<file path="src/dag_shortest_path_engine_top_assert.svh">
// ----------------------------------------------------------------------------
// dag shortest path engine assertion macros
// implication forms used by the top level checks
// ----------------------------------------------------------------------------
`ifndef DAG_SHORTEST_PATH_ENGINE_TOP_ASSERT_SVH
`define DAG_SHORTEST_PATH_ENGINE_TOP_ASSERT_SVH

// same-cycle implication
`define DSP_ASSERT_IMP(lbl, ante, cons, msg) \
	lbl: assert property (@(posedge clk) disable iff (!arst_n) (ante) |-> (cons)) \
		else $error(msg);

// next-cycle implication
`define DSP_ASSERT_NXT(lbl, ante, cons, msg) \
	lbl: assert property (@(posedge clk) disable iff (!arst_n) (ante) |=> (cons)) \
		else $error(msg);

`endif

</file>
<file path="src/dsp_pkg.sv">
// ----------------------------------------------------------------------------
// dsp_pkg
// shared types and constants of the dag shortest path engine
// ----------------------------------------------------------------------------
`default_nettype none

package dsp_pkg;

	localparam int NCW = 7;

	localparam logic OP_ADD   = 1'b0;
	localparam logic OP_SOLVE = 1'b1;

	localparam logic [1:0] STATUS_OK    = 2'd0;
	localparam logic [1:0] STATUS_FULL  = 2'd1;
	localparam logic [1:0] STATUS_RANGE = 2'd2;

	localparam logic signed [31:0] INT_MAX = 32'sh7fff_ffff;
	localparam logic signed [31:0] INT_MIN = 32'sh8000_0000;

	typedef enum logic [4:0] {
		ST_IDLE,
		ST_ADD_WR,
		ST_ADD_LINK,
		ST_ERR_EM,
		ST_CLEAR,
		ST_ROOT,
		ST_PUSH,
		ST_TOP_RD,
		ST_TOP_EV,
		ST_EDGE_EV,
		ST_RX_NEXT,
		ST_RX_T,
		ST_RX_H,
		ST_RX_E,
		ST_RX_E2,
		ST_RX_E3,
		ST_OUT_RD,
		ST_OUT_EM
	} state_t;

	typedef enum logic [4:0] {
		CMD_IDLE,
		CMD_ADD_WR,
		CMD_ADD_LINK,
		CMD_ERR_EM,
		CMD_CLEAR,
		CMD_ROOT,
		CMD_PUSH,
		CMD_TOP_RD,
		CMD_TOP_EV,
		CMD_EDGE_EV,
		CMD_RX_NEXT,
		CMD_RX_T,
		CMD_RX_H,
		CMD_RX_E,
		CMD_RX_E2,
		CMD_RX_E3,
		CMD_OUT_RD,
		CMD_OUT_EM
	} op_t;

	typedef struct packed {
		op_t  op;
		logic fire;
	} cmd_t;

	typedef struct packed {
		logic acc_err;
		logic acc_solve;
		logic root_end;
		logic root_seen;
		logic cur_null;
		logic sp_last;
		logic push_ok;
		logic k_zero;
		logic t_reached;
		logic head_null;
		logic next_null;
		logic j_last;
		logic out_free;
	} stat_t;

endpackage

`default_nettype wire

</file>
<file path="src/dsp_ctrl.sv">
// ----------------------------------------------------------------------------
// dsp_ctrl
// sequencer for edge loading, depth-first walk, relaxation and readout
// ----------------------------------------------------------------------------
`default_nettype none

module dsp_ctrl
	import dsp_pkg::*;
(
	input  wire logic  clk,
	input  wire logic  arst_n,
	input  wire logic  in_valid,
	output logic       in_ready,
	input  wire stat_t stat,
	output cmd_t       cmd
);

	state_t state_q, state_d;

	always_ff @(posedge clk or negedge arst_n) begin
		if (!arst_n) begin
			state_q <= ST_IDLE;
		end else begin
			state_q <= state_d;
		end
	end

	always_comb begin
		state_d  = state_q;
		in_ready = 1'b0;
		cmd.fire = 1'b0;
		cmd.op   = CMD_IDLE;
		unique case (state_q)
			ST_IDLE: begin
				in_ready = 1'b1;
				cmd.op   = CMD_IDLE;
				if (in_valid) begin
					cmd.fire = 1'b1;
					if (stat.acc_err) state_d = ST_ERR_EM;
					else if (stat.acc_solve) state_d = ST_CLEAR;
					else state_d = ST_ADD_WR;
				end
			end
			ST_ADD_WR: begin
				cmd.op  = CMD_ADD_WR;
				state_d = ST_ADD_LINK;
			end
			ST_ADD_LINK: begin
				cmd.op = CMD_ADD_LINK;
				if (stat.out_free) state_d = ST_IDLE;
			end
			ST_ERR_EM: begin
				cmd.op = CMD_ERR_EM;
				if (stat.out_free) state_d = ST_IDLE;
			end
			ST_CLEAR: begin
				cmd.op  = CMD_CLEAR;
				state_d = ST_ROOT;
			end
			ST_ROOT: begin
				cmd.op = CMD_ROOT;
				if (stat.root_end) state_d = ST_RX_NEXT;
				else if (!stat.root_seen) state_d = ST_PUSH;
			end
			ST_PUSH: begin
				cmd.op  = CMD_PUSH;
				state_d = ST_TOP_RD;
			end
			ST_TOP_RD: begin
				cmd.op  = CMD_TOP_RD;
				state_d = ST_TOP_EV;
			end
			ST_TOP_EV: begin
				cmd.op = CMD_TOP_EV;
				if (!stat.cur_null) state_d = ST_EDGE_EV;
				else if (stat.sp_last) state_d = ST_ROOT;
				else state_d = ST_TOP_RD;
			end
			ST_EDGE_EV: begin
				cmd.op  = CMD_EDGE_EV;
				state_d = stat.push_ok ? ST_PUSH : ST_TOP_RD;
			end
			ST_RX_NEXT: begin
				cmd.op  = CMD_RX_NEXT;
				state_d = stat.k_zero ? ST_OUT_RD : ST_RX_T;
			end
			ST_RX_T: begin
				cmd.op  = CMD_RX_T;
				state_d = stat.t_reached ? ST_RX_H : ST_RX_NEXT;
			end
			ST_RX_H: begin
				cmd.op  = CMD_RX_H;
				state_d = stat.head_null ? ST_RX_NEXT : ST_RX_E;
			end
			ST_RX_E: begin
				cmd.op  = CMD_RX_E;
				state_d = ST_RX_E2;
			end
			ST_RX_E2: begin
				cmd.op  = CMD_RX_E2;
				state_d = ST_RX_E3;
			end
			ST_RX_E3: begin
				cmd.op  = CMD_RX_E3;
				state_d = stat.next_null ? ST_RX_NEXT : ST_RX_E;
			end
			ST_OUT_RD: begin
				cmd.op  = CMD_OUT_RD;
				state_d = ST_OUT_EM;
			end
			ST_OUT_EM: begin
				cmd.op = CMD_OUT_EM;
				if (stat.out_free) state_d = stat.j_last ? ST_IDLE : ST_OUT_RD;
			end
			default: begin
				state_d = ST_IDLE;
			end
		endcase
	end

endmodule

`default_nettype wire

</file>
<file path="config.mk">
export PLATFORM = sky130hd
export DESIGN_NAME = dsp_ctrl
export DESIGN_NICKNAME = d
export VERILOG_FILES = /design/src/dag_shortest_path_engine_top_assert.svh /design/src/dsp_pkg.sv /design/src/dsp_ctrl.sv
export SDC_FILE = /design/constraint.sdc
export NUM_CORES = 1
export LEC_CHECK = 0
export CORE_MARGIN = 3
export CORE_UTILIZATION = 40
export CTS_BUF_LIST = sky130_fd_sc_hd__clkbuf_8 sky130_fd_sc_hd__clkbuf_16
export CTS_CLUSTER_SIZE = 10
export DETAILED_ROUTE_END_ITERATION = 10
export DONT_BUFFER_PORTS = 1
export GPL_ROUTABILITY_DRIVEN = 0
export PLACE_DENSITY = 0.54
export SKIP_CTS_REPAIR_TIMING = 1
export SYNTH_ARGS = -nofsm -noshare
export SYNTH_HDL_FRONTEND = slang
export SYNTH_SLANG_ARGS = --single-unit
export TNS_END_PERCENT = 1
</file>
<file path="constraint.sdc">
create_clock -name clk -period 3.3 [get_ports clk]
set_clock_uncertainty 0.2 [all_clocks]
set_input_delay 0.165 -clock clk [delete_from_list [all_inputs] [get_ports clk]]
set_output_delay 0.165 -clock clk [all_outputs]
set_load 0.05 [all_outputs]
</file>
=== Word level (Yosys, flattened, before mapping) ===
Index checks and enable logic that the tools add are counted.

* Bits in registers: 5
* Bits in latches: 0
* Bits in writable memories: 0
* Memory bits (read-only): 0
* Bits of input ports: 16
* Memories kept: 0

* $add $sub $neg: 0
* Multiply operators: 0
* Div/mod/pow operators: 0
* $lt $le $gt $ge: 0
* Equality and inequality tests: 21
* Shifts and indexed selects: 0
* Muxes and demuxes: 20
* Bitwise gates (word level): 0
* Reductions and logical operators: 3

{| class="wikitable"
|+ Operators by type and width
! cell !! count
|-
| $pmux 5 s17 || 2
|-
| $eq 5x4->1 const B || 8
|-
| $mux 5 || 7
|-
| $eq 5x3->1 const B || 4
|-
| $mux 3 || 5
|-
| $eq 5x2->1 const B || 2
|-
| $eq 5x5->1 const B || 2
|-
| $eq 5x1->1 const B || 1
|-
| $logic_not 5->1 || 1
|-
| $mux 1 || 4
|-
| $mux 4 || 1
|-
| $ne 2x2->1 const B || 2
|-
| $reduce_and 4->1 || 1
|-
| $ne 3x3->1 const B || 1
|-
| $mux 2 || 1
|-
| $ne 2x1->1 const B || 1
|-
| $reduce_or 2->1 || 1
|}

=== Longest topological paths before layout ===
Gate-level depths: netlist (run 1).

* Word-level depth: 4
* Depth in mapped cells: 7
* Depth with buffers taken out: 5

=== Worst setup path before layout (run 1) ===
No wires, ideal clock.

* Path type: reg2out
* Start: register state_q[2]
* End: output port cmd[0] (netlist name)
* Data arrival time: 1.970 ns
* Data required time: 2.935 ns
* Setup slack: 0.965 ns
* Cell stages (with the launch flop): 6
* Path buffers: 2
* Cells stage by stage: dfrtp_1 -> buf_6 -> or2_1 -> buf_6 -> nor4_4 -> and2_1

{| class="wikitable"
|+ RTL lines
! element !! line !! RTL
|-
| start, declared || dsp_ctrl.sv:18 || <nowiki>state_t state_q, state_d;</nowiki>
|-
| start signal, assigned || dsp_ctrl.sv:24 || <nowiki>state_q <= state_d;</nowiki>
|-
| end, declared || dsp_ctrl.sv:15 || <nowiki>output cmd_t cmd</nowiki>
|}

=== Worst setup path in the final report (run 1) ===
* Start: register state_q[4]
* End: register state_q[4]

* Cells in the longest elaborated chain, start to end: 4
* Elaborated cells on any way between the ends: 25
* Those cells by class: eq/ne: 21; mux: 1; reduce/logical: 3

{| class="wikitable"
|+ Ends and longest elaborated chain
! element !! line !! RTL
|-
| $eq 5x2->1 || dsp_ctrl.sv:33 || <nowiki>unique case (state_q)</nowiki>
|-
| $reduce_or 2->1 (no line) || -- ||
|-
| $ne 2x1->1 (no line) || -- ||
|-
| $reduce_and 4->1 (no line) || -- ||
|}

Parallel ways exist; a longest one is shown, timed or not.
A chain may end at the register's enable or synchronous reset.

==> impl_metrics.yaml, run 1 <==
clocking:
  numCtsBuffers: 3
  cts.sinks: 5
  cts_buffer_depth: 2
  insertion_delay_ns: 0.22
  cts_root_buf: "clkbuf_8"
  cts_max_level: 1
  cts_tree: "yes"
  clk_pin_slew_worst_paths_ns: 0.04
place:
  pre_cts_slack_ns: 1.11
  port_buffers: 0
  dp_hpwl_mm: 1.13
timing:
  hold_violations: 1
  period_needed_ns: 2.67
  finalSetupViolCount: 0
  holdWs_ns: -0.00407
  worst_slew_pin_slew_ns: 0.875
  setup_slack_ns: 0.626
  drv_slew: 0
  fmax_mhz: 374
  rsz0062_at_grt: "no"
  slew_headroom_pct: 41.5
  min_period_over_period_pct: 81.0
  setup_tns_ns: 0
die:
  start_util_pct: 44.0
  rows: 13
  die_area_um2: 1980
  fp.dieW_um: 44.5
  dieHeight_um: 44.5
  core_area_um2: 1350
  ios: 23
logic_synthesis:
  synth_seq_cells: 5
  ys_warn_count: 0
  netlist_area_um2: 594
  synth.area.top_cells: "dfrtp_1 21%, buf_6 5.7%, a21oi_1 5.1%"
  synth_cells: 79
  synth_top_cell_area_share_pct: 21.1
  synth_fp_nets: 95
  ys_seq_area_share_pct: 21.1
  synth_cell_types: 36
  synth_area_per_cell_um2: 7.52
  synth_top_area_cell: "dfrtp_1"
power_and_ir_drop:
  switching_share_pct: 55.8
  switching_power_uw: 387
  power_per_cell_area_nw_per_um2: 1060
  comb_power_share_pct: 61.6
  power.internal_uw: 307
  pwr-share-seq_pct: 22.6
  ir_drop_mv: 0.487
  power_leakage_uw: 0.000266
  p_clk_share_pct: 15.8
flow_run:
  maxCapViolCount: 0
worst_setup_path:
  crit_path_start: "state_q[4]"
  reg2reg_depth: 5
  required_ns: 3.20
  reg2reg_from: "state_q[4]"
  regToRegSetupSlack_ns: 0.63
  end_kind: "register"
  cp-start-kind: "register"
  worstPathArrival_ns: 2.57
  critPathCapture: "state_q[4]"
  path_class: "reg -> reg"
  cp_max_fo: 13
  reg2reg_to: "state_q[4]"
routing:
  wire_per_inst_um: 15.6
  drc: 0
  wirelength_mm: 1.51
  num_vias: 602
  via_per_inst: 6.21
  drt_iter0_drc: 30
  route.antenna.remaining_nets: 0
  first_pass_iters: 4
final_layout:
  regMostFlops: "state_q"
  largest_reg_flops: 5
  top_regs: "state_q (5)"
  area_growth_pct: 10.5
  fin_util_pct: 48.7
  nets: 99
  diodes: 0
  drive_gt1_share_pct: 8.54
global_route:
  grt_pass1_wl_mm: 2.44
  track_usage_pct: 16.4
  antenna_found_initial: 0
  grt-ovfl-total: 0
  grt_pass1_vias: 548
  grt_max_degree: 20
status:
  failed_checks: "hold timing"
  status: "complete, but fails checks"
hold_path:
  holdPathStages: 2
  hold_path.class: "in -> reg"
-- routing by layer --
layer / up-vias / routed length, um / global-route usage [%]
li1: 295 / - / -
met1: 275 / 637 / 23.6
met2: 32 / 687 / 23.2
met3: 0 / 185 / 5.69
met4: 0 / 0 / 3.61
met5: - / 0 / 0
-- area by class of cell --
type                            instances  area, um2
Multi-Input combinational cell         64        402
Inverter                                3       11.3
Tap cell                               15       18.8
Timing Repair Buffer                    6       55.1
Sequential cell                         5        125
Fill cell                             134        693
Clock buffer                            3       41.3
Clock inverter                          1       3.75
-- cells in the mapped netlist --
library cell / number
a2111oi_0: 1
o32a_1: 1
nor4b_1: 1
nor3b_1: 3
nor2_1: 6
or2_1: 1
inv_1: 3
o21bai_1: 1
xnor2_1: 1
nand2b_1: 3
a21oi_1: 6
nand3_1: 2
nand2_1: 5
buf_4: 1
buf_6: 3
nor2b_1: 3
nor3_1: 4
o211ai_1: 1
or3_1: 1
o21ai_1: 2
a31oi_1: 2
and3b_1: 2
nor2b_2: 1
nand4bb_1: 1
o21ai_0: 5
a21boi_0: 1
o2111ai_1: 1
nor4_1: 1
dfrtp_1: 5
and2_1: 2
nor4_4: 1
a22o_1: 1
buf_2: 3
o22ai_1: 2
a21o_1: 1
nand4_1: 1
-- worst max-delay path, cell delays in order, from the launching register on --
cell           delay (ns)
dfrtp_1              0.53
nor2b_2              0.60
nand4_1              0.28
o2111ai_1            0.25
o22ai_1              0.11
dlygate4sd3_1        0.58
-- cell families after synthesis --
logic type | Yosys count | share of synthesized area [%]
AOI/OAI and AO/OA | 25 | 26.3
buffers and inverters | 10 | 11.4
DFF | 5 | 21.1
and+or+nand+nor | 38 | 39.8
xor gates and xnor gates | 1 | 1.47
-- through the flow --
stage               cells  hold WS, ns  total power (uW)  cell area, um2
global route           97      0.00755               747             657
CTS                    93       -0.565               689             617
floorplan              79       -0.331               545             594
global placement       89       -0.330               583             572
detailed placement     89       -0.330               574             572
finish                 97     -0.00407               693             657
-- worst min path at each step --
stage | endpoint | slack, ns | start
after CTS | state_q[3] | -0.57 | arst_n
final | state_q[2] | -0.004 | stat[9]
after global placement | state_q[1] | -0.33 | arst_n
after global routing | state_q[2] | 0.008 | stat[9]
after floorplan | state_q[0] | -0.33 | arst_n
after detailed placement | state_q[1] | -0.33 | arst_n
-- cell usage in the layout, fill, tap and decap left out, types with 2 or more instances in the layout --
| cell | instances |
|---|---|
| a21oi_1 | 6 |
| a31oi_1 | 2 |
| and2_1 | 2 |
| and3b_1 | 2 |
| buf_4 | 2 |
| clkbuf_8 | 3 |
| dfrtp_1 | 5 |
| dlygate4sd3_1 | 4 |
| inv_1 | 4 |
| nand2_1 | 5 |
| nand2b_1 | 3 |
| nand3_1 | 2 |
| nor2_1 | 6 |
| nor2b_1 | 3 |
| nor3_1 | 4 |
| nor3b_1 | 3 |
| o21ai_0 | 5 |
| o21ai_1 | 2 |
| o22ai_1 | 2 |
-- power groups by stage --
stage / logic, uW / clock network (uW) / registers, uW
floorplan: 447 / 0 / 97.9
global placement: 424 / 0 / 158
detailed placement: 419 / 0 / 155
CTS: 420 / 114 / 154
global route: 463 / 119 / 165
finish: 427 / 110 / 157
Note: power is estimated with default switching activity, not from simulation.
==> run 2, diff against run 1 <==
--- a/config.mk
+++ b/config.mk
@@ -12,7 +12,7 @@
 export DETAILED_ROUTE_END_ITERATION = 10
 export DONT_BUFFER_PORTS = 1
 export GPL_ROUTABILITY_DRIVEN = 0
-export PLACE_DENSITY = 0.54
+export PLACE_DENSITY = 0.56
 export SKIP_CTS_REPAIR_TIMING = 1
 export SYNTH_ARGS = -nofsm -noshare
 export SYNTH_HDL_FRONTEND = slang
==> constraint.sdc (replaced) <==
create_clock -name clk -period 2.4 [get_ports clk]
set_clock_uncertainty 0.2 [all_clocks]
set_input_delay 0.12 -clock clk [delete_from_list [all_inputs] [get_ports clk]]
set_output_delay 0.12 -clock clk [all_outputs]
set_load 0.05 [all_outputs]
==> impl_metrics.yaml, run 2 (synthesis results as in run 1) <==
timing:
  hold_violations: 0
  setup_tns_ns: 0
  period_needed_ns: 2.03
  finalSetupViolCount: 0
  slew_headroom_pct: 62.5
  rsz0062_at_grt: "no"
  fmax_mhz: 492
  worst_slew_pin_slew_ns: 0.563
  min_period_over_period_pct: 84.8
  drv_slew: 0
final_layout:
  fin_cells: 104
  design_area_um2: 729
  nets: 106
  top_regs: "state_q (5)"
  fin_util_pct: 54.0
  regMostFlops: "state_q"
  largest_reg_flops: 5
  drive_gt1_share_pct: 12.4
  diodes: 0
  final_common_cell: "dlygate4sd3_1"
  area_growth_pct: 22.7
  final_cell_mix: "7 x dlygate4sd3_1, 6 x nor2_1, 6 x a21oi_1"
die:
  rows: 13
  dieHeight_um: 44.5
  fp.dieW_um: 44.5
  start_util_pct: 44.0
  die_area_um2: 1980
  core_area_um2: 1350
  ios: 23
routing:
  drt_iter0_drc: 7
  num_vias: 621
  drc: 0
  route.antenna.remaining_nets: 0
  via_per_inst: 5.97
  wirelength_mm: 1.53
  first_pass_iters: 4
  wire_per_inst_um: 14.7
status:
  status: "finished clean"
worst_setup_path:
  worst_path_most_repeated_cell: "o21ai_0"
  path_class: "reg -> reg"
  required_ns: 2.28
  cp-start-kind: "register"
  cp_cell_sequence: "a21boi_0 > o21ai_0 > nor3b_1 > a2111oi_0 > o21ai_0"
  end_kind: "register"
  cp_max_fo: 19
  cpPeakStageDelay_ns: 0.69
  crit_slowest_cell: "dfrtp_1"
  worstPathArrival_ns: 1.91
  regToRegSetupSlack_ns: 0.37
clocking:
  cts_buffer_depth: 2
  cts.sinks: 5
  insertion_delay_ns: 0.22
  cts_root_buf: "clkbuf_8"
  cts_tree: "yes"
  numCtsBuffers: 3
  clk_pin_slew_worst_paths_ns: 0.04
  cts_max_level: 1
place:
  port_buffers: 0
  placed_area_um2: 614
  dp_hpwl_mm: 1.14
  placed_cells_incl_taps: 93
global_route:
  grt_use_met1_pct: 19.3
  grt_max_degree: 20
  grt_pass1_wl_mm: 2.36
  grt_pass1_vias: 558
  antenna_found_initial: 0
  grt.met3_usage_pct: 3.66
  met2_usage_pct: 27.5
  grt-ovfl-total: 0
  top_usage_layer: "met2"
  track_usage_pct: 16.6
power_and_ir_drop:
  power_per_cell_area_nw_per_um2: 1390
  power_leakage_uw: 0.000300
  power_uw: 1020
  ir_drop_mv: 0.922
hold_path:
  hold_path.class: "in -> reg"
flow_run:
  maxCapViolCount: 0
## run 2: final cells by class
type	count	area (um2)
Clock inverter	1	3.75
Inverter	3	11.3
Multi-Input combinational cell	64	402
Fill cell	131	621
Clock buffer	3	41.3
Tap cell	15	18.8
Timing Repair Buffer	13	128
Sequential cell	5	125
## run 2: per-layer routing
layer | up-vias | routed length [um]
met5 | - | 0
met4 | 0 | 32
met1 | 286 | 671
met3 | 4 | 92
li1 | 311 | -
met2 | 20 | 733
## run 2: worst paths after layout
path,start,end,cells after the start
max,state_q[0],state_q[1],5
min,stat[10],state_q[2],3
max reg2reg,state_q[0],state_q[1],5
min reg2reg,state_q[2],state_q[1],3
max in group asynchronous,arst_n,state_q[4],2
min in group asynchronous,arst_n,state_q[3],2
## run 2: power by group
group,internal [uW],switching (uW),total [uW]
Combinational,251,403,654
Clock,109,38.2,148
Sequential,113,102,215
Total,473,543,1020
## run 2: worst max-delay path, delay by kind of cell (launching register included)
| kind | cells | cell delay [ns] |
|---|---|---|
| AO/OA/AOI/OAI | 4 | 0.84 |
| flip-flops | 1 | 0.69 |
| AND/OR/NAND/NOR | 1 | 0.17 |
## run 2: metrics by stage
stage	setup WS, ns	hold slack, ns
floorplan	0.110	-0.376
global placement	0.372	-0.375
detailed placement	0.385	-0.376
CTS	0.353	-0.606
global route	0.251	0.0506
finish	0.365	0.00928
==> run 3, diff against run 2 <==
--- a/config.mk
+++ b/config.mk
@@ -5,6 +5,7 @@
 export SDC_FILE = /design/constraint.sdc
 export NUM_CORES = 1
 export LEC_CHECK = 0
+export ABC_AREA = 1
 export CORE_MARGIN = 3
 export CORE_UTILIZATION = 40
 export CTS_BUF_LIST = sky130_fd_sc_hd__clkbuf_8 sky130_fd_sc_hd__clkbuf_16
==> constraint.sdc (replaced) <==
create_clock -name clk -period 1.76 [get_ports clk]
set_clock_uncertainty 0.2 [all_clocks]
set_input_delay 0.088 -clock clk [delete_from_list [all_inputs] [get_ports clk]]
set_output_delay 0.088 -clock clk [all_outputs]
set_load 0.05 [all_outputs]
==> impl_metrics.yaml, run 3 <==
timing:
  min_period_over_period_pct: 99.5
  period_needed_ns: 1.75
  finalSetupViolCount: 0
  holdWs_ns: -0.00861
  hold_violations: 1
  setup_tns_ns: 0
  fmax_mhz: 571
  rsz0062_at_grt: "yes"
  drv_slew: 0
  slew_headroom_pct: 71.9
  setup_slack_ns: 0.00950
  worst_slew_pin_slew_ns: 0.421
worst_setup_path:
  worstPathArrival_ns: 1.46
  required_ns: 1.47
  reg2reg_to: "state_q[0]"
  regToRegSetupSlack_ns: 0.13
  cp_max_fo: 5
  reg2reg_from: "state_q[2]"
  reg2reg_depth: 7
  cp-start-kind: "register"
  path_class: "reg -> out"
  end_kind: "output pin"
routing:
  wire_per_inst_um: 14.0
  wirelength_mm: 2.22
  num_vias: 866
  first_pass_iters: 4
  drt_iter0_drc: 50
  drc: 0
  via_per_inst: 5.45
  route.antenna.remaining_nets: 0
clocking:
  numCtsBuffers: 3
  clk_pin_slew_worst_paths_ns: 0.04
  cts_max_level: 1
  cts_tree: "yes"
  cts_buffer_depth: 2
  cts_root_buf: "clkbuf_8"
  insertion_delay_ns: 0.22
  cts.sinks: 5
die:
  start_util_pct: 43.1
  fp.dieW_um: 46.8
  rows: 14
  core_area_um2: 1540
  die_area_um2: 2190
  dieHeight_um: 46.8
  ios: 23
logic_synthesis:
  ys_seq_area_share_pct: 18.8
  synth_common_cells: "32 x nand2_1, 20 x nor2_1, 16 x nand3_1"
  ys_warn_count: 0
  synth_cells: 117
  synth_top_area_cell: "dfrtp_1"
  yosysMostFrequentCell: "nand2_1"
  ys.flop_type: "dfrtp_1"
  netlist_area_um2: 664
  synth_seq_cells: 5
  synth_cell_types: 19
  synth_top_cell_area_share_pct: 18.8
  synth.area.top_cells: "dfrtp_1 19%, nand2_1 18%, nand3_1 12%"
  synth-async-reset-ratio_pct: 100
  synth_area_per_cell_um2: 5.68
  synth_enable_flop_cells: 0
  synth_fp_nets: 133
place:
  port_buffers: 0
  placed_cells_incl_taps: 138
  dp_hpwl_mm: 1.47
  pre_cts_slack_ns: 0.0642
global_route:
  grt_pass1_wl_mm: 2.96
  track_usage_pct: 18.9
  grt_max_degree: 9
  antenna_found_initial: 0
  grt_pass1_vias: 700
  grt-ovfl-total: 0
final_layout:
  final_common_cell: "nand2_1"
  final_cell_mix: "28 x nand2_1, 18 x nor2_1, 14 x nand3_1"
  drive_gt1_share_pct: 34.3
  nets: 160
  diodes: 0
  area_growth_pct: 49.2
  top_regs: "state_q (5)"
  largest_reg_flops: 5
  regMostFlops: "state_q"
  fin_cells: 159
  nFillCells: 144
hold_path:
  hold_path_startpoint: "stat[7]"
  holdPathStages: 5
  hold_path.class: "in -> reg"
  min_to: "state_q[1]"
status:
  failed_checks: "hold timing"
  status: "complete, but fails checks"
power_and_ir_drop:
  ir_drop_mv: 1.46
  power_per_cell_area_nw_per_um2: 1950
  power_leakage_uw: 0.000549
flow_run:
  maxCapViolCount: 0
[run 3: cells by family after synthesis]
| kind of cell | Yosys count | share of synthesized area (%) |
|---|---|---|
| buffers and inverters | 19 | 13.0 |
| and+or+nand+nor | 85 | 61.0 |
| DFF | 5 | 18.8 |
| AOI/OAI and AO/OA | 8 | 7.16 |
[run 3: per-layer routing]
| layer | track usage [%] | up-vias | share of wire (%) |
|---|---|---|---|
| li1 | - | 430 | - |
| met1 | 27.5 | 382 | 42 |
| met2 | 26.9 | 50 | 51 |
| met3 | 4.98 | 4 | 6.7 |
| met4 | 6.63 | 0 | 0.94 |
| met5 | 0 | - | 0 |
[run 3: final cells by class]
| class | count | area, um2 | area share (%) |
|---|---|---|---|
| flip-flops and latches | 5 | 131 | 13.3 |
| multi-input cells | 93 | 497 | 50.1 |
| clock buffers | 3 | 41.3 | 4.17 |
| inverters | 17 | 68.8 | 6.94 |
| well taps | 16 | 20.0 | 2.02 |
| repair buffers | 24 | 229 | 23.1 |
| clock inverters | 1 | 3.75 | 0.379 |
[run 3: worst max path at each step]
stage                     startpoint         end  slack (ns)  depth (start not counted)
after floorplan           state_q[3]      cmd[1]       -0.22                          5
after global placement    state_q[4]  state_q[4]        0.01                          8
after detailed placement  state_q[4]  state_q[2]        0.06                          8
after CTS                 state_q[4]      cmd[1]       -0.13                          6
after global routing      state_q[2]      cmd[0]       -0.06                          5
final                     state_q[2]      cmd[0]       0.009                          5
[run 3: worst max-delay path: stages, from the launching register on]
cell,delay [ns]
dfrtp_2,0.46
nor2_4,0.17
buf_12,0.13
nand3_2,0.12
nor2_1,0.17
buf_6,0.18
[run 3: power breakdown]
part / leakage (uW) / total (uW) / switching [uW] / internal, uW
registers: 0.0000586 / 287 / 116 / 171
clock network: 0.0000269 / 209 / 59.3 / 150
logic: 0.000463 / 1440 / 910 / 528
total: 0.000549 / 1930 / 1090 / 849
[run 3: metrics by stage]
stage	total power, uW	cell area, um2	utilization, %
after global placement	1440	734	47.6
after floorplan	1110	672	-
after CTS	1660	779	50.6
after global routing	2070	991	64.3
final	1930	991	64.3
after detailed placement	1440	734	47.6
